`src/hdl/bcc_pkg.sv`:
```
// Shared constants, types and functions for the brine conductivity classifier.
// No dependencies.
`default_nettype none
package bcc_pkg;

  localparam int unsigned AdcBits   = 12;
  localparam int unsigned FracBits  = 16;
  localparam int unsigned CompShift = 20;

  // divider geometry: numerator, denominator and quotient widths
  localparam int unsigned DivNumW = CompShift + AdcBits + 17;  // 49
  localparam int unsigned DivDenW = 41;
  localparam int unsigned DivQW   = 17;
  localparam int unsigned DivExtW = DivDenW + DivQW;

  localparam logic [AdcBits-1:0] AdcFullScale = {AdcBits{1'b1}};

  localparam logic [15:0] Sat16    = 16'hFFFF;
  localparam logic [13:0] CondGain = 14'd16000;

  // configuration register indexes
  localparam logic [2:0] RegTempCoef  = 3'd0;
  localparam logic [2:0] RegRefTemp   = 3'd1;
  localparam logic [2:0] RegNoiseThr  = 3'd2;
  localparam logic [2:0] RegCellConst = 3'd3;
  localparam logic [2:0] RegSeriesRes = 3'd4;
  localparam logic [2:0] RegSupply    = 3'd5;

  typedef enum logic [2:0] {
    CLASS_50G   = 3'd0,
    CLASS_80G   = 3'd1,
    CLASS_100G  = 3'd2,
    CLASS_150G  = 3'd3,
    CLASS_300G  = 3'd4,
    CLASS_400G  = 3'd5,
    CLASS_UNKNOWN = 3'd6
  } brine_class_e;

  typedef struct packed {
    logic bad;  // compensation not positive
    logic dry;  // below noise threshold
    logic sat;  // voltage at/above supply or shorted divider
  } bcc_flags_t;

  // band correction, first matching band wins (units 1/16 mS/cm)
  function automatic logic [16:0] correct_band(input logic [16:0] c);
    logic [16:0] r;
    r = c;
    if (c >= 17'd1312 && c <= 17'd1488)      r = c - 17'd96;
    else if (c >= 17'd1488 && c <= 17'd1600) r = c + 17'd197;
    else if (c >= 17'd1584 && c <= 17'd1760) r = c + 17'd352;
    else if (c >= 17'd1760 && c <= 17'd1904) r = c + 17'd800;
    else if (c >= 17'd1920 && c <= 17'd2000) r = c + 17'd1763;
    else if (c >= 17'd2000 && c <= 17'd2160) r = c + 17'd1874;
    return r;
  endfunction

  function automatic brine_class_e classify(input logic [15:0] c);
    brine_class_e k;
    k = CLASS_UNKNOWN;
    if (c >= 16'd1120 && c < 16'd1440)      k = CLASS_50G;
    else if (c >= 16'd1440 && c < 16'd1842) k = CLASS_80G;
    else if (c >= 16'd1842 && c < 16'd2332) k = CLASS_100G;
    else if (c >= 16'd2332 && c < 16'd3159) k = CLASS_150G;
    else if (c >= 16'd3159 && c < 16'd3712) k = CLASS_300G;
    else if (c >= 16'd3712 && c <= 16'd4080) k = CLASS_400G;
    return k;
  endfunction

endpackage
`default_nettype wire

```
`src/hdl/bcc_udiv.sv`:
```
// Pipelined restoring unsigned divider, one quotient bit per stage, with overflow flag.
// Depends on bcc_pkg.
`default_nettype none
module bcc_udiv
  import bcc_pkg::*;
(
  input  wire logic               clk_i,
  input  wire logic               rst_ni,
  input  wire logic               en_i,
  input  wire logic               valid_i,
  input  wire logic [DivNumW-1:0] num_i,
  input  wire logic [DivDenW-1:0] den_i,
  input  wire bcc_flags_t         side_i,
  output logic                    valid_o,
  output logic [DivQW-1:0]        quot_o,
  output logic                    ovf_o,
  output bcc_flags_t              side_o
);

  logic               vld_q  [DivQW+1];
  logic [DivNumW-1:0] rem_q  [DivQW+1];
  logic [DivDenW-1:0] den_q  [DivQW+1];
  logic [DivQW-1:0]   quot_q [DivQW+1];
  logic               ovf_q  [DivQW+1];
  bcc_flags_t         side_q [DivQW+1];

  // entry stage: quotient fits in DivQW bits iff num < den << DivQW
  always_ff @(posedge clk_i or negedge rst_ni) begin
    if (!rst_ni) begin
      vld_q[0] <= 1'b0;
    end else if (en_i) begin
      vld_q[0] <= valid_i;
    end
  end

  always_ff @(posedge clk_i) begin
    if (en_i) begin
      rem_q[0]  <= num_i;
      den_q[0]  <= den_i;
      quot_q[0] <= '0;
      ovf_q[0]  <= ({{(DivExtW-DivNumW){1'b0}}, num_i} >=
                    ({{DivQW{1'b0}}, den_i} << DivQW));
      side_q[0] <= side_i;
    end
  end

  for (genvar s = 1; s <= DivQW; s++) begin : g_stage
    localparam int unsigned Bit = DivQW - s;
    logic [DivExtW-1:0] cand;
    logic               ge;
    assign cand = {{DivQW{1'b0}}, den_q[s-1]} << Bit;
    assign ge   = {{(DivExtW-DivNumW){1'b0}}, rem_q[s-1]} >= cand;

    always_ff @(posedge clk_i or negedge rst_ni) begin
      if (!rst_ni) begin
        vld_q[s] <= 1'b0;
      end else if (en_i) begin
        vld_q[s] <= vld_q[s-1];
      end
    end

    always_ff @(posedge clk_i) begin
      if (en_i) begin
        rem_q[s]  <= ge ? (rem_q[s-1] - cand[DivNumW-1:0]) : rem_q[s-1];
        den_q[s]  <= den_q[s-1];
        quot_q[s] <= quot_q[s-1] | ({{(DivQW-1){1'b0}}, ge} << Bit);
        ovf_q[s]  <= ovf_q[s-1];
        side_q[s] <= side_q[s-1];
      end
    end
  end

  assign valid_o = vld_q[DivQW];
  assign quot_o  = quot_q[DivQW];
  assign ovf_o   = ovf_q[DivQW];
  assign side_o  = side_q[DivQW];

endmodule
`default_nettype wire

```
`config.mk`:
```
export PLATFORM = sky130hd
export DESIGN_NAME = bcc_udiv
export DESIGN_NICKNAME = d
export VERILOG_FILES = /design/src/hdl/bcc_pkg.sv /design/src/hdl/bcc_udiv.sv
export SDC_FILE = /design/constraint.sdc
export NUM_CORES = 2
export LEC_CHECK = 0
export BUFFER_PORTS_ARGS = -buffer_cell sky130_fd_sc_hd__buf_4
export CAP_MARGIN = 20
export CORE_ASPECT_RATIO = 1.1
export CORE_MARGIN = 2
export CORE_UTILIZATION = 60
export DETAILED_ROUTE_END_ITERATION = 16
export GPL_ROUTABILITY_DRIVEN = 0
export PLACE_DENSITY = 0.73
export REMOVE_ABC_BUFFERS = 1
export SKIP_CTS_REPAIR_TIMING = 1
export SLEW_MARGIN = 20
export SYNTH_ARGS = -nofsm -noshare
export SYNTH_HDL_FRONTEND = slang
export SYNTH_SLANG_ARGS = --single-unit
```
`constraint.sdc`:
```
create_clock -name clk_i -period 4.7 [get_ports clk_i]
set_clock_uncertainty 0.2 [all_clocks]
set_input_delay 0.705 -clock clk_i [delete_from_list [all_inputs] [get_ports clk_i]]
set_output_delay 0.705 -clock clk_i [all_outputs]
set_load 0.02 [all_outputs]
```
==> impl_metrics.json <==
{
  "grt_max_degree": 108,
  "crit_fanout": 3,
  "post-route-period-util_pct": 96.6,
  "critical_path_class": "reg2reg",
  "outcome": "complete, no violations",
  "hp-class": "in2async",
  "synth_edf_count": 1755,
  "cpMaxStageDelayCell": "a221o_1",
  "numCtsBuffers": 182,
  "crit_chain": "inv_1 > ha_1 > inv_1 > fa_1 > a211oi_1 > nor2_1 > o31ai_1 > buf_4 > a32oi_1 > a41oi_2 > a21bo_2 > o22ai_1 > a221o_1 > and4b_1 > a311o_1 > mux2_2",
  "area_delta_synth_final_pct": 11.1,
  "hold_viol": 0,
  "final_nets": 9820,
  "worst_pin_slew_ns": 0.957,
  "avgSynthCellArea_um2": 11.3,
  "synth.area.top_cells": "edfxtp_1 (53%), ha_1 (8.8%), a21oi_1 (4.2%)",
  "cts_tree": "built",
  "worstPathArrival_ns": 4.90,
  "wl_mm": 208,
  "yosysMostFrequentCell": "edfxtp_1",
  "grt.total_usage_pct": 24.4,
  "start_util_pct": 60.2,
  "drc_errors": 0,
  "power.density_nw_per_um2": 489,
  "required_ns": 5.05,
  "yosysTopAreaCell": "edfxtp_1",
  "ctsHtreeMaxLevel": 4,
  "clkSinkCount": 1773,
  "slew_headroom_pct": 35.6,
  "slew_violations": 0,
  "whs_ns": 0.0875,
  "antenna_found_initial": 1,
  "postRouteAntennaNets": 0,
  "vias_per_cell": 5.92,
  "instances_no_fill": 11300,
  "fmax_mhz": 220,
  "yosys-top-cells-count": "edfxtp_1 (1755), inv_1 (860), a21oi_1 (819)",
  "port_buffers": 118,
  "start_kind": "flip-flop",
  "cp_slowest_stage_delay_ns": 0.45,
  "finalInstanceArea_um2": 110000,
  "p_leak_nw": 44.8,
  "die_y_um": 429,
  "dpl-instance-area_um2": 103000,
  "ir_drop_mv": 0.344,
  "drive_above_1_share_pct": 10.0,
  "via_count": 66800,
  "grt_pass1_wl_mm": 329,
  "end_kind": "flip-flop",
  "rsz0062_at_grt": "no",
  "finalSetupTns_ns": 0,
  "synth_ff_type": "edfxtp_1",
  "ys_ff_latch": 1773,
  "yosysSeqAreaShare_pct": 53.9,
  "die_x_um": 391,
  "first_pass_iters": 6,
  "setup_violations": 0,
  "cpMostUsedCell": "inv_1",
  "path_clk_slew_ns": 0.06,
  "synth.distinct_cells": 109,
  "synth_top_area_share_pct": 53.4,
  "ios": 119,
  "grt_overflow_total": 0,
  "drt_iter0_drc": 4360,
  "min_period_ns": 4.54,
  "routedWlPerCell_um": 18.5,
  "syn-instance-count": 8718,
  "cap_viol_max_count": 0,
  "clkLatencyLatePin_ns": 0.82,
  "rows": 156,
  "grt_pass1_vias": 67500,
  "cts_buffer_depth": 3,
  "yosysWarnings": 0,
  "syn_area_um2": 98600,
  "die_area_um2": 168000,
  "async_reset_ff_share_pct": 1.02,
  "clockRootBuffer": "clkbuf_16",
  "dp_hpwl_mm": 157,
  "dp_cells": 10900,
  "coreArea_um2": 164000,
  "fin_util_pct": 66.9
}
cells by family after synthesis:
logic type / count (synthesis) / share of synthesized area (%)
muxes: 308 / 3.52
AOI/OAI and AO/OA: 2331 / 14.8
and+or+nand+nor: 1898 / 9.25
buffers and inverters: 1135 / 4.46
DFF: 1773 / 53.9
adders and majority gates: 709 / 9.12
xor gates and xnor gates: 564 / 5.01
where the power goes:
part	switching, mW	leakage (nW)	total, mW	internal, mW
Combinational	10.3	24.7	18.1	7.77
Sequential	1.30	17.3	21.9	20.6
Clock	5.86	2.73	13.6	7.73
state kept, by name, summed over array words and instances, names as in the netlist:
signal   count
rem_q      833
den_q      697
quot_q     153
side_q      54
ovf_q       18
vld_q       17
valid_o      1
cells in the final DEF (no fill, tap or decap), drive strengths merged, types with 220 or more instances in the layout:
master | netlist | final
edfxtp | 1755 | 1755
inv | 862 | 867
a21oi | 822 | 822
ha | 693 | 693
nor2 | 560 | 560
o21ai | 504 | 504
nand2 | 491 | 491
a21o | 368 | 368
xnor2 | 332 | 332
mux2 | 292 | 292
buf | 79 | 290
xor2 | 232 | 232
clkbuf | 194 | 220
critical path: cells and delay by family (launching register included):
family	cells	cell delay (ns)
AO/OA/AOI/OAI	8	2.27
adder cells (fa/ha/maj)	2	0.59
buffers and inverters	3	0.31
flip-flops	1	0.35
multiplexers	1	0.26
AND/OR/NAND/NOR	2	0.29
per-stage QoR:
stage,worst slack [ns],power [mW]
floorplan,-2.63,35.0
detailed placement,0.0134,39.7
global placement,0.109,39.1
global route,0.0545,56.5
CTS,-0.00263,53.4
finish,0.158,53.6
metal layers:
metal	global-route usage (%)	part of all wire, %	wire length, µm
met1	23.2	35	72500
met4	16.1	7.0	14600
met2	48.1	55	114000
met3	3.04	3.3	6860
met5	0	0	0
final timing paths:
| kind | from | to | slack (ns) | cells after the start |
|---|---|---|---|---|
| setup / recovery | rem_q[5][11] | rem_q[6][45] | 0.16 | 16 |
| hold / removal | rst_ni | vld_q[1] | 0.09 | 2 |
| setup reg to reg | rem_q[5][11] | rem_q[6][45] | 0.16 | 16 |
| hold reg to reg | quot_q[16][6] | quot_q[17][6] | 0.21 | 0 |
| max in group asynchronous | rst_ni | vld_q[12] | 4.02 | 2 |
| min in group clk_i | en_i | den_q[0][36] | 0.19 | 1 |
final cells by class:
type                       count  area, µm²
fill                       11600      54200
sequential                  1773      53200
multi-input combinational   5810      41200
clock buffer                 220       4700
timing repair buffer         385       3630
inverter                     862       3240
tap                         2133       2670
clock inverter               110        955
antenna                        2       5.00
No activity file was read; power rests on OpenSTA's default activity.
